<file path="src/sv/imuah_queue.sv">
module imuah_queue #(
	parameter int unsigned WIDTH = 187,
	parameter int unsigned DEPTH = 4
) (
	input  logic             clk,
	input  logic             arst_n,
	input  logic             push,
	input  logic [WIDTH-1:0] push_data,
	output logic             full,
	input  logic             pop,
	output logic             valid,
	output logic [WIDTH-1:0] pop_data
);

	localparam int unsigned PTR_W = (DEPTH > 1) ? $clog2(DEPTH) : 1;
	localparam int unsigned CNT_W = $clog2(DEPTH + 1);

	logic [WIDTH-1:0] mem_q [DEPTH];
	logic [PTR_W-1:0] wr_q;
	logic [PTR_W-1:0] rd_q;
	logic [CNT_W-1:0] count_q;

	assign full = (count_q == CNT_W'(DEPTH));
	assign valid = (count_q != '0);
	assign pop_data = mem_q[rd_q];

	always_ff @(posedge clk) begin
		if (push) begin
			mem_q[wr_q] <= push_data;
		end
	end

	always_ff @(posedge clk or negedge arst_n) begin
		if (!arst_n) begin
			wr_q    <= '0;
			rd_q    <= '0;
			count_q <= '0;
		end else begin
			if (push) begin
				wr_q <= (wr_q == PTR_W'(DEPTH - 1)) ? '0 : wr_q + PTR_W'(1);
			end
			if (pop) begin
				rd_q <= (rd_q == PTR_W'(DEPTH - 1)) ? '0 : rd_q + PTR_W'(1);
			end
			count_q <= count_q + CNT_W'(push) - CNT_W'(pop);
		end
	end

	assert property (@(posedge clk) disable iff (!arst_n) push |-> !full)
		else $error("queue written while full");
	assert property (@(posedge clk) disable iff (!arst_n) pop |-> valid)
		else $error("queue read while empty");

endmodule

</file>
<file path="config.mk">
export PLATFORM = sky130hd
export DESIGN_NAME = imuah_queue
export DESIGN_NICKNAME = d
export VERILOG_FILES = /design/src/sv/imuah_queue.sv
export SDC_FILE = /design/constraint.sdc
export NUM_CORES = 1
export LEC_CHECK = 0
export BUFFER_PORTS_ARGS = -buffer_cell sky130_fd_sc_hd__buf_4
export CAP_MARGIN = 20
export CORE_MARGIN = 1
export CORE_UTILIZATION = 55
export DETAILED_ROUTE_END_ITERATION = 10
export GPL_TIMING_DRIVEN = 0
export HOLD_SLACK_MARGIN = 0.12
export PLACE_DENSITY = 0.81
export RECOVER_POWER = 100
export SYNTH_ARGS = -nofsm -noshare
export SYNTH_HDL_FRONTEND = slang
export SYNTH_SLANG_ARGS = --single-unit
export TNS_END_PERCENT = 50
</file>
<file path="constraint.sdc">
create_clock -name clk -period 6.2 [get_ports clk]
set_clock_uncertainty 0.15 [all_clocks]
set_input_delay 1.24 -clock clk [delete_from_list [all_inputs] [get_ports clk]]
set_output_delay 1.24 -clock clk [all_outputs]
set_load 0.05 [all_outputs]
</file>
After elaboration in Yosys (flattened, before gate mapping)
Memory sizes are Yosys's and may differ from the RTL's.
Cells that the tools add are included.
{"block": "op_classes", "n_reduce_logical": 1, "n_mux": 4, "n_addsub": 4, "eq_ne": 3}
{"cell": "2-bit by 1-bit adder with 2-bit output (second input constant)", "count": 2}
{"cell": "2-bit == test (second input constant)", "count": 2}
{"cell": "2-bit two-way mux", "count": 2}
{"cell": "3-bit by 1-bit adder with 3-bit output", "count": 1}
{"cell": "3-bit == test (second input constant)", "count": 1}
{"cell": "3-bit nonzero test", "count": 1}
{"cell": "3-bit by 1-bit subtractor with 3-bit output", "count": 1}
{"cell": "1-bit two-way mux", "count": 2}
{"block": "word_totals", "ramBits": 748, "ff_bits": 7, "wordCells": 16, "inputBits": 191, "mem_count": 1, "output_inout_bits": 189}
{"name": "mem_q", "depth": 4, "width": 187, "read_ports": 1, "rd_ports_with_merged_regs": 0, "wr": 1, "line_no": "18", "text": "logic [WIDTH-1:0] mem_q [DEPTH];"}

Depth between registers and ports, before layout
{"block": "depth", "word_depth": 2, "mapped_depth": 7, "depth_no_buf": 7}

Least setup slack after synthesis
OpenSTA, ideal clock, no wires.
{"block": "synth_path", "kind": "in2reg", "startpoint": "input push", "endpoint": "memory mem_q[1][0] (enable)", "path_stages": 1, "path_buffers": 0, "arrival_ns": 5.488, "t_required_ns": 5.481, "path_slack_ns": -0.007, "setup_time_ns": 0.569, "path_cell_list": "and2_1"}
{"block": "synth_between", "elab_chain_cells": 2}
{"item": "start, declared", "line_no": "7", "text": "input logic push,"}
{"item": "1-bit two-way mux", "line_no": "28", "text": "if (push) begin"}
{"item": "1-bit two-way mux (implied by the code)", "line_no": "29", "text": "mem_q[wr_q] <= push_data;"}
{"item": "end, declared", "line_no": "18"}
No other way between the ends.

Final worst setup path
{"block": "layout_path", "startpoint": "register rd_q[0]", "endpoint": "output pop_data[103]"}
{"block": "layout_between", "elab_chain_cells": 1}
{"item": "start, declared", "line_no": "20", "text": "logic [PTR_W-1:0] rd_q;"}
{"item": "start signal, assigned", "line_no": "43", "text": "rd_q <= (rd_q == PTR_W'(DEPTH - 1)) ? '0 : rd_q + PTR_W'(1);"}
{"item": "memory 4 x 187 bit"}
{"item": "end, declared", "line_no": "12", "text": "output logic [WIDTH-1:0] pop_data"}
No other way between the ends.

==> metrics.md <==
| Metric | Value |
|---|---|
| Pre-CTS setup slack | 2.77 ns |
| Crit path required time | 4.81 ns |
| Die Ht | 225 um |
| Worst Reg2Reg Path Length in Cells | 5 |
| Final critical-path setup slack | 1.24 ns |
| Synth Instances | 1013 |
| Worst-Skew Late Latency | 0.61 ns |
| Power Total | 17800 uW |
| Initial core utilization | 55.8% |
| Via count | 12500 |
| Outcome | finished, violations left |
| Gpl congestion | 0.726 |
| CP max FO | 10 |
| Peak supply drop | 0.393 mV |
| Initial antenna violation count | 9 |
| Core ar. | 49100 um2 |
| R2R Setup Slk | 1.80 ns |
| Crit path launch type | flip-flop |
| H-tree depth | 3 |
| CTS clk-pin slew, worst paths | 0.06 ns |
| Post-DP HPWL | 34.2 mm |
| CTS root buf | clkbuf_16 |
| FILL cells | 3317 |
| Die width | 225 um |
| Router iterations before antenna repair | 5 |
| Mean Syn Cell Area | 27.0 um2 |
| CTS tree | yes |
| Final hold slack | 0.388 ns |
| Register area share after synthesis | 82.7% |
| Post-synth net total | 1212 |
| Worst reg2reg path startpoint | wr_q[1] |
| Hold-fix buffers at CTS | 0 |
| Area occupied by multi-input gates | 4420 um2 |
| Antenna viol nets, final | 0 |
| Final core occ | 65.9% |
| Largest net degree at the start of global routing | 58 |
| Tightest Pin Transition | 3.47 ns |
| Achievable Freq | 201 MHz |
| Total Nets Final | 1679 |
| Residual overflow from global routing | 0 |
| Max Cap Viol | 4 |
| Synthesized area | 27400 um2 |
| First-pass GRT wire length | 81.8 mm |
| Gr usage total | 22.4% |
| Yosys cell types | 18 |
| Unrepaired setup endpoints after global routing | no |
| Area grow syn2layout | 18.2% |
| DIE AREA | 50700 um2 |
| Register area | 22600 um2 |
| Relative slew slack | -131% |
| Failing checks | max-capacitance violations, max-slew violations |
| Vias per cell | 5.68 |
| Initial detailed-routing violation count | 845 |
| Yosys warning total | 0 |
| CTS Buf Count | 74 |
| Vias in the first global route | 13500 |
| Drt drc | 0 |
| Total Wirelength | 56.0 mm |
| Worst Setup SP | rd_q[0] |
| Detailed-route wire length per cell | 25.5 um |
| Crit path kind | flip-flop to output pin |
| Worst Setup EP | pop_data[103] |
| Share of cells above drive strength 1 | 24.5% |
| Reg-to-reg endpoint | mem_q[1][132] |
| CTS Buffer Depth | 3 |
| Pins Over Slew Limit | 156 |
| Number of post-CTS setup repair buffers | 0 |
| Worst min-delay path category | input pin to asynchronous set/reset pin |
| Finish-stage setup viols | 0 |
| Pwr per Cell Area | 549 nW/um2 |
| Worst EP arrival | 3.57 ns |
| I/O Pins | 380 |
| Clock sink count | 755 |
| Number of core rows | 81 |
| Critical Path End Type | output pin |
| Final hold violation count | 0 |
| Final period utilization | 80.1% |
| IO Port Bufs | 379 |
| FF+latch count, synth | 755 |
| Setup TNS | 0 ns |
| Post-CTS Resized | 0 |
| Leak | 0.0102 uW |
| Min Tclk post-route | 4.96 ns |
[state kept, by name, indices dropped and copies added, names as in the netlist]
| register | count |
|---|---|
| mem_q | 748 |
| count_q | 3 |
| rd_q | 2 |
| wr_q | 2 |
[synth_stat cells, drive strengths merged]
master	count	area, um2
edfxtp	748	22500
mux4	187	4210
buf	36	268
dfrtp	7	175
ha	7	87.6
clkbuf	6	22.5
inv	6	22.5
and2	4	25.0
mux2	2	22.5
o21ai	2	10.0
xnor2	2	17.5
and3	1	6.26
fa	1	20.0
nand2	1	3.75
nor2	1	3.75
or3	1	6.26
or3b	1	8.76
[placed cells by master, fill, tap and decap left out, types with 6 or more instances in the layout]
cell,count
diode_2,7
clkbuf_16,77
edfxtp_1,748
mux4_2,187
buf_16,12
ha_1,7
buf_2,15
clkinvlp_4,6
buf_6,11
clkbuf_1,357
inv_1,6
clkinv_1,16
clkinv_2,8
buf_4,51
dfrtp_1,7
[how the worst min path moves through the flow]
stage                     startpoint         end  slack (ns)  depth (start not counted)
after detailed placement  count_q[1]  count_q[2]        0.45                          2
after CTS                     arst_n     rd_q[0]        0.26                          1
after floorplan           count_q[1]  count_q[2]        0.40                          2
final                         arst_n     rd_q[0]        0.39                          1
after global placement    count_q[1]  count_q[2]        0.44                          2
after global routing          arst_n     rd_q[0]        0.41                          1
[per-stage QoR]
| step | instance area (um2) | std cells |
|---|---|---|
| 6_report | 32300 | 2200 |
| 2_1_floorplan | 27400 | 1013 |
| 3_5_place_dp | 31400 | 2068 |
| 5_1_grt | 32300 | 2194 |
| 4_1_cts | 33600 | 2193 |
| 3_3_place_gp | 31000 | 2056 |
[routing by layer]
metal  routed length (um)  track usage (%)  up-vias
met5                   59                0        -
met4                 1200             6.91       10
met3                 5890             8.42       89
met2                28800             37.8      500
met1                20100             26.9     6532
li1                     -                -     5356
[layout make-up]
cell class | count | share of cell area [%]
Tap cell | 664 | 2.57
Sequential cell | 755 | 70.0
Inverter | 6 | 0.0696
Buffer | 42 | 0.801
Clock buffer | 90 | 6.11
Timing Repair Buffer | 391 | 6.01
Clock inverter | 35 | 0.716
Multi-Input combinational cell | 210 | 13.7
Antenna cell | 7 | 0.0542
[power breakdown]
group          total, uW  leakage (uW)  internal, uW  switching, uW
Sequential          6730       0.00695          6550            181
Combinational       6920       0.00222          1990           4930
Clock               4100       0.00106          2340           1760
Total              17800        0.0102         10900           6880
[cell families after synthesis]
group / share of synthesized area [%]
adders and majority gates: 0.393
buffers and inverters: 1.14
muxes: 15.5
and+or+nand+nor: 0.197
AOI/OAI and AO/OA: 0.0366
xor gates and xnor gates: 0.0640
DFF: 82.7
[worst max-delay path, cell delays in order (launching register included)]
cell and delay, ns:
dfrtp_1 0.36, clkbuf_1 0.54, clkbuf_1 0.88, buf_6 0.30
mux4_2 0.54, clkbuf_1 0.32
Power figures use the tool's default switching activity.
