[config.mk]
export PLATFORM = sky130hd
export DESIGN_NAME = imuah_front
export DESIGN_NICKNAME = d
export VERILOG_FILES = /design/src/sv/imuah_pkg.sv /design/src/sv/imuah_front.sv
export SDC_FILE = /design/constraint.sdc
export NUM_CORES = 1
export LEC_CHECK = 0
export ABC_AREA = 0
export BUFFER_PORTS_ARGS = -buffer_cell sky130_fd_sc_hd__buf_2
export CORE_MARGIN = 2
export CORE_UTILIZATION = 56
export CTS_CLUSTER_DIAMETER = 60
export CTS_CLUSTER_SIZE = 30
export DETAILED_ROUTE_END_ITERATION = 12
export PLACE_DENSITY = 0.83
export SYNTH_ARGS = -nofsm -noshare
export SYNTH_HDL_FRONTEND = slang
export SYNTH_SLANG_ARGS = --single-unit
[constraint.sdc]
create_clock -name clk -period 5.75 [get_ports clk]
set_input_delay 0.575 -clock clk [delete_from_list [all_inputs] [get_ports clk]]
set_output_delay 0.575 -clock clk [all_outputs]
set_load 0.005 [all_outputs]
[src/sv/imuah_pkg.sv]
package imuah_pkg;

	localparam int unsigned NAXES       = 9;
	localparam int unsigned AXIS_W      = 16;
	localparam int unsigned TS_W        = 32;
	localparam int unsigned INTV_W      = 16;
	localparam int unsigned DECL_W      = 15;
	localparam int unsigned HEAD_W      = 17;
	localparam int unsigned CFG_IDX_W   = 4;
	localparam int unsigned CFG_DATA_W  = 16;
	localparam int unsigned QUEUE_DEPTH = 4;

	// stream layouts
	localparam int unsigned IN_TDATA_W   = 192;
	localparam int unsigned IN_AXIS_LSB  = 32;
	localparam int unsigned IN_TEMP_LSB  = 176;
	localparam int unsigned OUT_TDATA_W  = 184;
	localparam int unsigned OUT_HEAD_LSB = 144;
	localparam int unsigned OUT_TEMP_LSB = 161;

	// heading arithmetic, angles in 1/256 centidegree
	localparam int unsigned MAG_SHIFT = 24;
	localparam int unsigned ANG_W     = 25;
	localparam int unsigned ROUND_SH  = 8;
	localparam int unsigned CDEG_W    = 16;
	localparam logic signed [ANG_W-1:0] DEG180     = 25'sd4608000;
	localparam logic signed [ANG_W-1:0] ROUND_HALF = 25'sd128;
	localparam logic signed [ANG_W-1:0] DEG360_RND = 25'sd9216128;
	localparam logic [CDEG_W-1:0]       FULL_TURN  = 16'd36000;

	typedef enum logic [CFG_IDX_W-1:0] {
		REG_SAMPLE_INTERVAL = 4'd0,
		REG_DECLINATION     = 4'd1
	} reg_idx_t;

	function automatic logic signed [ANG_W-1:0] atan_entry(input logic [4:0] idx);
		logic signed [ANG_W-1:0] v;
		case (idx)
			5'd0:    v = 25'sd1152000;
			5'd1:    v = 25'sd680065;
			5'd2:    v = 25'sd359328;
			5'd3:    v = 25'sd182400;
			5'd4:    v = 25'sd91554;
			5'd5:    v = 25'sd45822;
			5'd6:    v = 25'sd22916;
			5'd7:    v = 25'sd11459;
			5'd8:    v = 25'sd5730;
			5'd9:    v = 25'sd2865;
			5'd10:   v = 25'sd1432;
			5'd11:   v = 25'sd716;
			5'd12:   v = 25'sd358;
			5'd13:   v = 25'sd179;
			5'd14:   v = 25'sd90;
			5'd15:   v = 25'sd45;
			5'd16:   v = 25'sd22;
			5'd17:   v = 25'sd11;
			5'd18:   v = 25'sd6;
			5'd19:   v = 25'sd3;
			5'd20:   v = 25'sd1;
			5'd21:   v = 25'sd1;
			default: v = 25'sd0;
		endcase
		return v;
	endfunction

endpackage

[src/sv/imuah_front.sv]
module imuah_front #(
	parameter int unsigned N     = 8,
	parameter int unsigned SUM_W = 19,
	parameter int unsigned REC_W = 187
) (
	input  logic                                  clk,
	input  logic                                  arst_n,
	input  logic                                  s_axis_tvalid,
	output logic                                  s_axis_tready,
	// timestamp_ms, accel_x/y/z, gyro_x/y/z, mag_x/y/z, temp_raw
	input  logic [imuah_pkg::IN_TDATA_W-1:0]      s_axis_tdata,
	input  logic [imuah_pkg::INTV_W-1:0]          interval,
	input  logic                                  q_full,
	output logic                                  q_push,
	output logic [REC_W-1:0]                      q_data
);

	localparam int unsigned CNT_W = (N > 1) ? $clog2(N) : 1;

	logic signed [SUM_W-1:0] sums_q [imuah_pkg::NAXES];
	logic signed [SUM_W-1:0] sums_nx [imuah_pkg::NAXES];
	logic [CNT_W-1:0] count_q;
	logic [imuah_pkg::TS_W-1:0] last_q;
	logic [imuah_pkg::TS_W-1:0] ts;
	logic [imuah_pkg::TS_W-1:0] dt;
	logic signed [imuah_pkg::AXIS_W-1:0] axis_in [imuah_pkg::NAXES];
	logic take;
	logic done;

	assign s_axis_tready = !q_full;
	assign ts = s_axis_tdata[imuah_pkg::TS_W-1:0];
	assign dt = ts - last_q;
	assign take = s_axis_tvalid && s_axis_tready
		&& (dt >= imuah_pkg::TS_W'(interval));
	assign done = take && (count_q == CNT_W'(N - 1));
	assign q_push = done;

	always_comb begin
		for (int k = 0; k < imuah_pkg::NAXES; k++) begin
			axis_in[k] = $signed(s_axis_tdata[imuah_pkg::IN_AXIS_LSB
				+ imuah_pkg::AXIS_W * k +: imuah_pkg::AXIS_W]);
			sums_nx[k] = sums_q[k] + SUM_W'(axis_in[k]);
		end
	end

	// record: nine sums from the lowest bits, then temperature
	always_comb begin
		q_data = '0;
		for (int k = 0; k < imuah_pkg::NAXES; k++) begin
			q_data[SUM_W * k +: SUM_W] = sums_nx[k];
		end
		q_data[SUM_W * imuah_pkg::NAXES +: imuah_pkg::AXIS_W] =
			s_axis_tdata[imuah_pkg::IN_TEMP_LSB +: imuah_pkg::AXIS_W];
	end

	always_ff @(posedge clk or negedge arst_n) begin
		if (!arst_n) begin
			count_q <= '0;
			last_q  <= '0;
			for (int k = 0; k < imuah_pkg::NAXES; k++) begin
				sums_q[k] <= '0;
			end
		end else if (take) begin
			last_q <= ts;
			if (done) begin
				count_q <= '0;
				for (int k = 0; k < imuah_pkg::NAXES; k++) begin
					sums_q[k] <= '0;
				end
			end else begin
				count_q <= count_q + CNT_W'(1);
				for (int k = 0; k < imuah_pkg::NAXES; k++) begin
					sums_q[k] <= sums_nx[k];
				end
			end
		end
	end

endmodule

# After elaboration in Yosys (flattened, before gate mapping)
# Index checks and enable logic that the tools add are counted.
# word_totals
register_bits	206
in_bits	212
elab_cells	30
# classes
n_addsub	11
magnitude_cmp	1
eq_ne	1
mux	2
reduce_logical	4
# ops
operator	n
adder 19 x 16 -> 19 bit	9
2-to-1 mux 171 bit	1
greater-or-equal comparator 32 x 16 -> 1 bit	1
subtractor 32 bit	1
adder 3 x 1 -> 3 bit, second input constant	1
equality test 3 bit, second input constant	1
logical AND 1 bit	3
2-to-1 mux 3 bit	1
zero test 1 bit	1

# Longest topological paths before layout
# Gate-level depths: netlist of the first run.
# logic_depth
word_depth	5
mapped_depth	25

# Least setup slack after synthesis of the first run
# No wires, ideal clock.
# synth_timing
path_type	input-to-output
start	input s_axis_tdata[4] (netlist name)
end	output q_push
t_arrival_ns	4.345
setup_slack_ns	0.830
stages	23
path_buffers	3
cell_sequence	ha_1 -> a21o_1 -> a31o_2 -> or2_2 -> nand3_1 -> nand2_1 -> a21oi_1 -> o21bai_1 -> xor2_1 -> ha_1 -> a21o_1 -> a21o_1 -> a21oi_1 -> o22ai_1 -> a2111oi_0 -> nor4bb_1 -> and4_1 -> nand4_1 -> o21ai_2 -> buf_6 -> buf_4 -> buf_4 -> nor2_1
# synth_via
elab_chain_len	4
# synth_lines
element	line_no	rtl
start: declaration	imuah_front.sv:11	input logic [imuah_pkg::IN_TDATA_W-1:0] s_axis_tdata,
subtractor 32 bit	imuah_front.sv:32	assign dt = ts - last_q;
greater-or-equal comparator 32 x 16 -> 1 bit	imuah_front.sv:34	&& (dt >= imuah_pkg::TS_W'(interval));
logical AND 1 bit	imuah_front.sv:34	
logical AND 1 bit	imuah_front.sv:35	assign done = take && (count_q == CNT_W'(N - 1));
end: declaration	imuah_front.sv:14	output logic q_push,
# Every way passes these cells.

# Worst setup path in the final report of the first run
# layout_timing
start	register last_q[1] (netlist name)
end	output q_push
# layout_via
elab_chain_len	4
# layout_lines
element	line_no	rtl
start: declaration	imuah_front.sv:23	logic [imuah_pkg::TS_W-1:0] last_q;
start signal: assignment	imuah_front.sv:64	last_q <= ts;
subtractor 32 bit	imuah_front.sv:32	
greater-or-equal comparator 32 x 16 -> 1 bit	imuah_front.sv:34	
logical AND 1 bit	imuah_front.sv:34	
logical AND 1 bit	imuah_front.sv:35	
# Every way passes these cells.

==> results of run 1 <==
## state kept, by name (all words and copies together), names as in the netlist
register	cells
sums_q	171
last_q	32
count_q	3
## placed cells by master, fill, tap and decap left out, drive strengths merged, types with 10 or more instances in the layout
cell type and instances:
buf 385, nand2 373, o21ai 243, ha 211, dfrtp 206, inv 132
nor2 118, xnor2 112, a21oi 109, a21o 65, xor2 60, nor3 39
clkbuf 33, mux2 31, nand3 26, o41ai 22, o21bai 17, and3 17
o211ai 17, nand2b 17, diode 15, nor2b 15, or4 14, or3 13
a31oi 13, nand4 13, and2 12, nand3b 12, o31ai 12, and4 10
fa 10
## per-layer routing
metal,track usage,routed length [um],up-vias
met3,0.0474,3520,151
met4,0.146,2410,6
li1,-,-,8022
met2,0.483,22500,634
met5,0,41,-
met1,0.360,19500,7718
## per-stage QoR
step | worst slack, ps | TNS, ps
final | 191 | 0
after global routing | -26.3 | -26.3
after CTS | 156 | 0
after detailed placement | 291 | 0
after global placement | 535 | 0
after floorplan | 830 | 0
## cell families after synthesis
logic type | share of synthesized area
xor gates and xnor gates | 0.0870
adders and majority gates | 0.164
muxes | 0.0213
buffers and inverters | 0.0554
and+or+nand+nor | 0.179
DFF | 0.298
AOI/OAI and AO/OA | 0.195
## report_power, final
group / switching [uW] / internal, uW
sequential: 393 / 2060
combinational: 4250 / 3320
clock: 764 / 1080
total: 5400 / 6460
## what timing repair did
action                                  in CTS  in global routing
endpoints found under the setup margin       0                  1
resized for setup                            0                 11
setup buffers                                0                  5
hold endpoints to repair                     0                  0
## final cells by class
type	instances	area (um2)
diodes	15	37.5
clock buffers	33	771
clock inverters	18	226
fillers	2459	10100
inverters	125	472
multi-input cells	1674	11200
flip-flops and latches	206	5150
well taps	396	495
repair buffers	385	2050
## worst max path at each step
stage                          from         end
floorplan           s_axis_tdata[4]      q_push
global placement    s_axis_tdata[4]  sums_q[88]
detailed placement  s_axis_tdata[4]  sums_q[90]
CTS                       last_q[4]      q_push
global route              last_q[4]      q_push
finish                    last_q[1]      q_push
==> reports/results.ini, run 1 <==
[finish]
fin_nets = 2853
area_delta_synth_final_pct = 18.1
design_area_um2 = 20400
fin_util = 0.670
final_layout_size_suffix_gt1_frac = 0.201
instances_no_fill = 2852

[sta]
worstMarginPinSlew_ps = 985
min_period_ps = 5560
fin_crit_sh = 0.967
timing.hold.ws_ps = 114
drv_slew = 0
hold_violations = 0
finalSetupViolCount = 0
fmax_ghz = 0.180
relSlewSlack = 0.344
skew_ps = 17.7

[synth]
synthTopCellsByCount = nand2_1 (373), ha_1 (211), dfrtp_1 (206)
yosys_register_bits = 206
synth_area_um2 = 17300
synthFlopType = dfrtp_1
syn_nets = 2524
post-synth-top-count-cell = nand2_1
yosysWarnings = 0
async_flop_share = 1.00
synthCells = 2091
synth_edf_count = 0
synth_seq_area_share = 0.298
synth_top_area_share = 0.298
syn_avg_cell_area_um2 = 8.28
synth_top_area_cell = dfrtp_1
ys_types = 62
synthTopCellsByArea = dfrtp_1 (30%), ha_1 (15%), nand2_1 (8.1%), xnor2_1 (5.7%), o21ai_0 (5.6%)

[route]
drc = 0
ant_nets = 0
wl_per_cell_um = 16.8
finalWirelength_um = 47900
first_iter_violations = 1000
vias_per_cell = 5.80
firstDrtPassIters = 5
vias = 16500

[clock_tree]
cts_root_buffer = clkbuf_16
cts-buffers-inserted = 28
cts_hold_buf = 0
clock_path_buffers = 3
clkLatencyLatePin_ps = 550
cts_tree = done
cts.sinks = 206
clk_pin_slew_worst_paths_ps = 60
htree_levels = 1

[hold_path]
hold_path.class = in -> async

[critical_path]
cp_max_fo = 5
crit_chain = inv_1 > ha_1 > nor2b_1 > o2111a_1 > or2_2 > nand3_1 > nand2_2 > a21oi_2 > o21bai_1 > xor2_1 > ha_1 > a21o_1 > a21o_1 > a21oi_1 > o22ai_1 > a2111oi_2 > nor4bb_2 > and4_1 > nand4_1 > o21ai_4 > nor2_2 > buf_6
endpoint_kind = output pin
cp_num_cells = 22
startpoint_type = flip-flop
cpPeakStageDelay_ps = 380
reg2reg_from = last_q[1]
crit_slowest_cell = dfrtp_1
rrSetupSlack_ps = 440
worstSetupPathType = reg -> out
path_buf_inv = 2
required_ps = 5180
worstPathArrival_ps = 4980
r2r_cells = 24
r2r_end = sums_q[89]
cp_top_family = compound AO/OA/AOI/OAI gates

[floorplanning]
die_x_um = 180
die_area_um2 = 32300
initial_utilization = 0.567
pin_count = 401
core-area_um2 = 30500
row_count = 64
die_h_um = 180

[place]
routabilityCongestion = 0.928
dp.cells = 2781
placed_cell_area_um2 = 19300
port_buffers = 368
hpwl_um = 36100

[global_route]
grt_pass1_vias = 16400
grt_pass1_wl_um = 78700
overflow = 0
antenna_found_initial = 17
grt_max_degree = 112
grt_usage = 0.288

[pwr]
power_density_nw_per_um2 = 580
peakVddDrop_mv = 0.368
power_uw = 11900
p_leak_uw = 0.0107

[outcome]
status = finished clean

[flow_run]
drv.max_cap_violation_count = 0

No activity file was read; power rests on OpenSTA's default activity.
==> run 2, diff against run 1 <==
CORE_UTILIZATION = 45   (was 56)
CTS_BUF_LIST = sky130_fd_sc_hd__clkbuf_8   (was default)
PLACE_DENSITY = 0.69   (was 0.83)
==> run 2 against run 1 <==
Compared with the run above:
- global-route usage fell by 5.3 points
- critical path type unchanged
- sequential power barely moved
- design area fell by 0.46%
- first-iteration DRC count fell by 18%
- combinational power fell by 0.5%
- largest power group unchanged
- clock skew rose by 2.7 ps
- worst setup slack improved by 120 ps
- clock power fell by 19%
==> reports/results.ini, run 2 (synthesis results as in run 1) <==
[route]
highest_layer = met5  ; unchanged
met1_length_um = 20800  ; was 19500 um
wl_per_cell_um = 16.1  ; was 16.8 um
vias = 16000  ; was 16500
ant_nets = 0  ; unchanged
finalWirelength_um = 48000  ; was 47900 um
vias_per_cell = 5.39  ; was 5.80
dr_wl_met2_um = 22700  ; was 22500 um
firstDrtPassIters = 5  ; unchanged
wl_met3_um = 2930  ; was 3520 um
drc = 0  ; unchanged
first_iter_violations = 820  ; was 1000

[floorplanning]
die_area_um2 = 40100  ; was 32300 um2
die_h_um = 200  ; was 180 um
initial_utilization = 0.458  ; was 0.567
die_x_um = 200  ; was 180 um
row_count = 71  ; was 64
core-area_um2 = 37800  ; was 30500 um2
pin_count = 401  ; unchanged

[finish]
multi_input_area_um2 = 11200  ; about the same
fillCellCount = 3602  ; was 2459
top_regs = sums_q (171), last_q (32), count_q (3)  ; unchanged
instances_no_fill = 2970  ; was 2852
largest_reg_flops = 171  ; unchanged
layout_common_cells = nand2_1 (372), buf_2 (366), ha_1 (209)  ; unchanged
area_delta_synth_final_pct = 17.6  ; was 18.1%
fin_util = 0.539  ; was 0.670
mostFrequentLayoutCell = nand2_1  ; unchanged
final_layout_size_suffix_gt1_frac = 0.201  ; about the same
fin_nets = 2856  ; was 2853
seq_area_um2 = 5150  ; unchanged
largest-register = sums_q  ; unchanged

[sta]
worstMarginPinSlew_ps = 927  ; was 985 ps
hold_violations = 0  ; unchanged
tns_ps = 0  ; unchanged
rsz0062_at_grt = no
min_period_ps = 5430  ; was 5560 ps
fmax_ghz = 0.184  ; was 0.180 GHz
fin_crit_sh = 0.945  ; was 0.967
relSlewSlack = 0.382  ; was 0.344
finalSetupViolCount = 0  ; unchanged
drv_slew = 0  ; unchanged
skew_ps = 20.4  ; was 17.7 ps

[place]
port_buffers = 368  ; unchanged
routabilityCongestion = 0.903  ; was 0.928
hpwl_um = 36600  ; was 36100 um
dp.cells = 2895  ; was 2781

[critical_path]
cpMostUsedCell = a21o_1
required_ps = 5180  ; about the same
cp_top_family = compound AO/OA/AOI/OAI gates  ; unchanged
crit_chain = inv_1 > ha_4 > a21o_1 > a31o_2 > or2_4 > nand3_2 > nand2_2 > a21oi_2 > o21bai_1 > xor2_1 > ha_1 > a21o_1 > a21o_1 > a21oi_2 > o22ai_1 > a2111oi_0 > nor4bb_2 > and4_1 > nand4_1 > o21ai_4 > nor2_1 > buf_4  ; was inv_1 > ha_1 > nor2b_1 > o2111a_1 > or2_2 > nand3_1 > nand2_2 > a21oi_2 > o21bai_1 > xor2_1 > ha_1 > a21o_1 > a21o_1 > a21oi_1 > o22ai_1 > a2111oi_2 > nor4bb_2 > and4_1 > nand4_1 > o21ai_4 > nor2_2 > buf_6
worstSetupPathType = reg -> out  ; unchanged
path_buf_inv = 2  ; unchanged
endpoint_kind = output pin  ; unchanged
worstPathArrival_ps = 4860  ; was 4980 ps
crit_slowest_cell = dfrtp_1  ; unchanged
startpoint_type = flip-flop  ; unchanged
rrSetupSlack_ps = 680  ; was 440 ps
cp_max_fo = 6  ; was 5
cpPeakStageDelay_ps = 380  ; about the same

[clock_tree]
cts-buffers-inserted = 30  ; was 28
clkLatencyLatePin_ps = 630  ; was 550 ps
clock_path_buffers = 3  ; unchanged
cts_root_buffer = clkbuf_8  ; was clkbuf_16
htree_levels = 1  ; unchanged
cts.sinks = 206  ; unchanged
clk_pin_slew_worst_paths_ps = 70  ; was 60 ps
cts_tree = done  ; unchanged

[global_route]
grt_pass1_vias = 15700  ; was 16400
grt_usage = 0.235  ; was 0.288
grt_max_degree = 107  ; was 112
overflow = 0  ; unchanged
grt_pass1_wl_um = 79000  ; was 78700 um
antenna_found_initial = 15  ; was 17

[pwr]
power_density_nw_per_um2 = 562  ; was 580 nW/um2
p_leak_uw = 0.0106  ; was 0.0107 uW
peakVddDrop_mv = 0.363  ; was 0.368 mV

[flow_run]
drv.max_cap_violation_count = 0  ; unchanged

[hold_path]
hold_path.class = in -> reg  ; was in -> async

[outcome]
status = finished clean  ; unchanged

-- run 2: cell count changes in the layout (fill, tap and decap cells not counted), sizes merged --
cell	change
inv	+2
diode	-2
clkbuf	+1
dlygate4sd3	+1
clkinvlp	-2
bufinv	+3
-- run 2: worst register-to-register path: stages, from the launching register on --
cell       delay, ps
dfrtp_1          380
inv_1             90
ha_4             220
a21o_1           210
a31o_2           240
or2_4            240
nand3_2           80
nand2_2           70
a21oi_2          110
o21bai_1          80
xor2_1           150
ha_1             320
a21o_1           160
a21o_1           180
a21oi_2          130
o22ai_1           70
a2111oi_0        380
nor4bb_2         280
and4_1           230
nand4_1          160
o21ai_4          200
buf_4            170
buf_12           290
buf_12           260
nor4b_1           80
a21o_1           170
-- run 2: final timing paths --
kind                                        from           to  cells past startpoint
worst max-delay path                   last_q[4]       q_push                     22
worst min-delay path            s_axis_tdata[21]   last_q[21]                      2
worst min register to register       sums_q[135]  sums_q[135]                      2
min in group asynchronous                 arst_n   last_q[16]                      2
max in group asynchronous                 arst_n  sums_q[126]                      3
worst max register to register         last_q[4]   sums_q[94]                     25
-- run 2: final cells by class --
type                    count  area share
multi-input cells        1674       0.552
flip-flops and latches    206       0.253
repair buffers            386       0.102
well taps                 511      0.0314
inverters                 125      0.0232
clock buffers              34      0.0230
clock inverters            21      0.0129
diodes                     13     0.00160
-- run 2: through the flow --
stage	instance area [um2]	setup WS [ps]	total power, uW	hold WS [ps]
finish	20400	315	11400	201
global route	20300	24.6	12600	180
CTS	20200	110	11500	155
detailed placement	19500	337	9920	471
global placement	19500	486	9720	463
floorplan	17300	830	7290	279
-- run 2: timing repair --
item / 4_1_cts / 5_1_grt
hold buffers: 1 / 0
setup endpoints to repair: 0 / 1
resized for setup: 0 / 9
setup buffers: 0 / 6
hold endpoints to repair: 4 / 0
-- run 2: per-layer routing --
metal | vias to the layer above | global-route usage
li1 | 8010 | -
met1 | 7455 | 0.300
met2 | 429 | 0.397
met3 | 106 | 0.0433
met4 | 8 | 0.0872
met5 | - | 0
-- run 2: power by group --
part | switching, uW | leakage [uW] | internal (uW)
Combinational | 4210 | 0.00767 | 3320
Sequential | 366 | 0.00253 | 2050
Clock | 704 | 0.000388 | 790
==> run 3, diff against run 2 <==
PLACE_DENSITY = 0.66   (was 0.69)
RECOVER_POWER = 50   (was default)
==> run 3 against run 2 <==
Compared with the run above:
- highest routed layer unchanged
- total power decreased by 1.5%
- die area unchanged
- sequential share of layout area increased by 0.16 points
- the flow now finishes with violations (max-capacitance violations, max-slew violations)
- critical path depth unchanged
- largest power group unchanged
- maximum frequency decreased by 1.2%
- first-iteration DRC count decreased by 9.6%
- sequential power about the same
- utilization decreased by 0.34 points
- sequential cell count unchanged
- worst setup slack got worse by 68 ps
- final cell count about the same
==> reports/results.ini, run 3 (synthesis results as in run 1) <==
[route]
vias = 15900  ; was 16000
wl_per_cell_um = 16.0  ; was 16.1 um
firstDrtPassIters = 5  ; unchanged
ant_nets = 0  ; unchanged
drc = 0  ; unchanged
finalWirelength_um = 47500  ; was 48000 um
vias_per_cell = 5.35  ; was 5.39
first_iter_violations = 741  ; was 820

[sta]
fin_crit_sh = 0.957  ; was 0.945
finalSetupViolCount = 0  ; unchanged
skew_ps = 30.5  ; was 20.4 ps
relSlewSlack = -0.809  ; was 0.382
hold_violations = 0  ; unchanged
fin_ws_ps = 247  ; was 315 ps
min_period_ps = 5500  ; was 5430 ps
drv_slew = 209  ; was 0
worstMarginPinSlew_ps = 2710  ; was 927 ps
fmax_ghz = 0.182  ; was 0.184 GHz

[clock_tree]
htree_levels = 1  ; unchanged
cts-buffers-inserted = 30  ; unchanged
cts.sinks = 206  ; unchanged
clock_path_buffers = 3  ; unchanged
cts_tree = done  ; unchanged
cts_root_buffer = clkbuf_8  ; unchanged
clk_pin_slew_worst_paths_ps = 90  ; was 70 ps
clkLatencyLatePin_ps = 640  ; was 630 ps

[outcome]
violations = max-capacitance violations, max-slew violations
status = finished with violations  ; was finished clean

[place]
hpwl_um = 36200  ; was 36600 um
pre_cts_slack_ps = 335  ; was 337 ps
routabilityCongestion = 0.905  ; was 0.903
placed_cell_area_um2 = 19500  ; about the same
port_buffers = 368  ; unchanged

[finish]
largest-register = sums_q  ; unchanged
layout_common_cells = nand2_1 (373), buf_2 (303), ha_1 (209)  ; was nand2_1 (372), buf_2 (366), ha_1 (209)
largest_reg_flops = 171  ; unchanged
mostFrequentLayoutCell = nand2_1  ; unchanged
area_delta_synth_final_pct = 16.8  ; was 17.6%
fin_nets = 2858  ; was 2856
design_area_um2 = 20200  ; was 20400 um2
top_regs = sums_q (171), last_q (32), count_q (3)  ; unchanged
multi_input_area_um2 = 11200  ; about the same
fillCellCount = 3620  ; was 3602
final_layout_size_suffix_gt1_frac = 0.181  ; was 0.201
seq_area_um2 = 5150  ; unchanged

[critical_path]
cp_max_fo = 6  ; unchanged
endpoint_kind = output pin  ; unchanged
worstSetupPathType = reg -> out  ; unchanged
worstPathArrival_ps = 4930  ; was 4860 ps
startpoint_type = flip-flop  ; unchanged
required_ps = 5180  ; about the same

[pwr]
p_leak_uw = 0.0104  ; was 0.0106 uW
power_density_nw_per_um2 = 557  ; was 562 nW/um2
power.share.sequential = 0.215  ; was 0.212
p_sw_frac = 0.470  ; was 0.461
p_clk_frac = 0.128  ; was 0.131
comb_power_share = 0.657  ; was 0.658
internal_power_uw = 5970  ; was 6160 uW
peakVddDrop_mv = 0.444  ; was 0.363 mV
p_switching_uw = 5290  ; was 5280 uW

[global_route]
antenna_found_initial = 13  ; was 15
overflow = 0  ; unchanged
grt_max_degree = 108  ; was 107
grt_usage = 0.234  ; was 0.235
grt_pass1_vias = 15700  ; about the same
grt_pass1_wl_um = 78600  ; was 79000 um

[flow_run]
drv.max_cap_violation_count = 2  ; was 0

[floorplanning]
die_x_um = 200  ; unchanged
die_area_um2 = 40100  ; unchanged
initial_utilization = 0.458  ; unchanged
row_count = 71  ; unchanged
pin_count = 401  ; unchanged
core-area_um2 = 37800  ; unchanged
die_h_um = 200  ; unchanged

[hold_path]
hold_path.class = in -> reg  ; unchanged

[run 3: cell count changes in the layout (fill, tap and decap cells not counted), moves of 3 or more]
cell	previous run	this run
buf_12	7	4
buf_2	366	303
buf_4	11	14
clkbuf_1	0	48
clkbuf_2	0	15
clkinv_2	4	0
clkinvlp_4	0	5
diode_2	13	10
inv_1	127	124
inv_6	5	10
[run 3: layer usage]
metal / track usage / wire length (um) / vias up
met2: 0.398 / 22100 / 425
met5: 0 / 43 / -
met3: 0.0459 / 2860 / 99
li1: - / - / 8018
met4: 0.0840 / 1810 / 8
met1: 0.295 / 20700 / 7323
[run 3: final cells by class]
cell class / count / area share
antenna: 10 / 0.00124
sequential: 206 / 0.255
tap: 511 / 0.0316
clock buffer: 32 / 0.0218
multi-input combinational: 1674 / 0.556
timing repair buffer: 388 / 0.0980
inverter: 125 / 0.0233
clock inverter: 23 / 0.0134
[run 3: power by group through the flow]
stage / registers (uW) / clock network, uW / logic (uW)
floorplan: 2340 / 0 / 4950
global placement: 2420 / 0 / 7320
detailed placement: 2440 / 0 / 7450
CTS: 2420 / 1490 / 7500
global route: 2500 / 1550 / 8370
finish: 2420 / 1440 / 7400
[run 3: through the flow]
stage               utilization  total power (uW)  TNS [ps]  hold slack (ps)  std cells
finish                    0.536             11300         0              183       2969
detailed placement        0.516              9890         0              473       2897
global placement          0.516              9740         0              463       2897
CTS                       0.535             11400         0              128       2953
global route              0.535             12400     -7.69              145       2966
floorplan                     -              7290         0              279       2091
[run 3: critical path, cell delays in order, from the launching register on]
cell and delay [ps]:
dfrtp_1 400, inv_1 60, ha_1 260, nor2b_1 150, o2111a_1 280, or2_4 270
nand3_1 80, nand2_1 80, a21oi_1 130, o21bai_1 80, xor2_1 150, ha_1 320
a21o_1 160, a21o_1 180, a21oi_2 140, o22ai_2 80, a2111oi_2 330, nor4bb_1 260
and4_1 220, nand4_1 140, o21ai_4 260, nor2_1 70, buf_2 190
[run 3: repair_timing]
| item | CTS | global route |
|---|---|---|
| hold buffers | 1 | 0 |
| resized for setup | 0 | 7 |
| setup buffers | 0 | 6 |
| hold endpoints to repair | 9 | 0 |
| endpoints found under the setup margin | 0 | 1 |
[run 3: path summary, 6_finish.rpt]
check	from	end	slack (ps)	depth (start not counted)
worst max-delay path	last_q[1]	q_push	250	22
worst min-delay path	s_axis_tdata[6]	last_q[6]	180	2
worst max register to register	last_q[1]	sums_q[85]	640	24
worst min register to register	sums_q[26]	sums_q[26]	480	2
max in group asynchronous	arst_n	sums_q[88]	1600	3
min in group asynchronous	arst_n	last_q[15]	1290	2
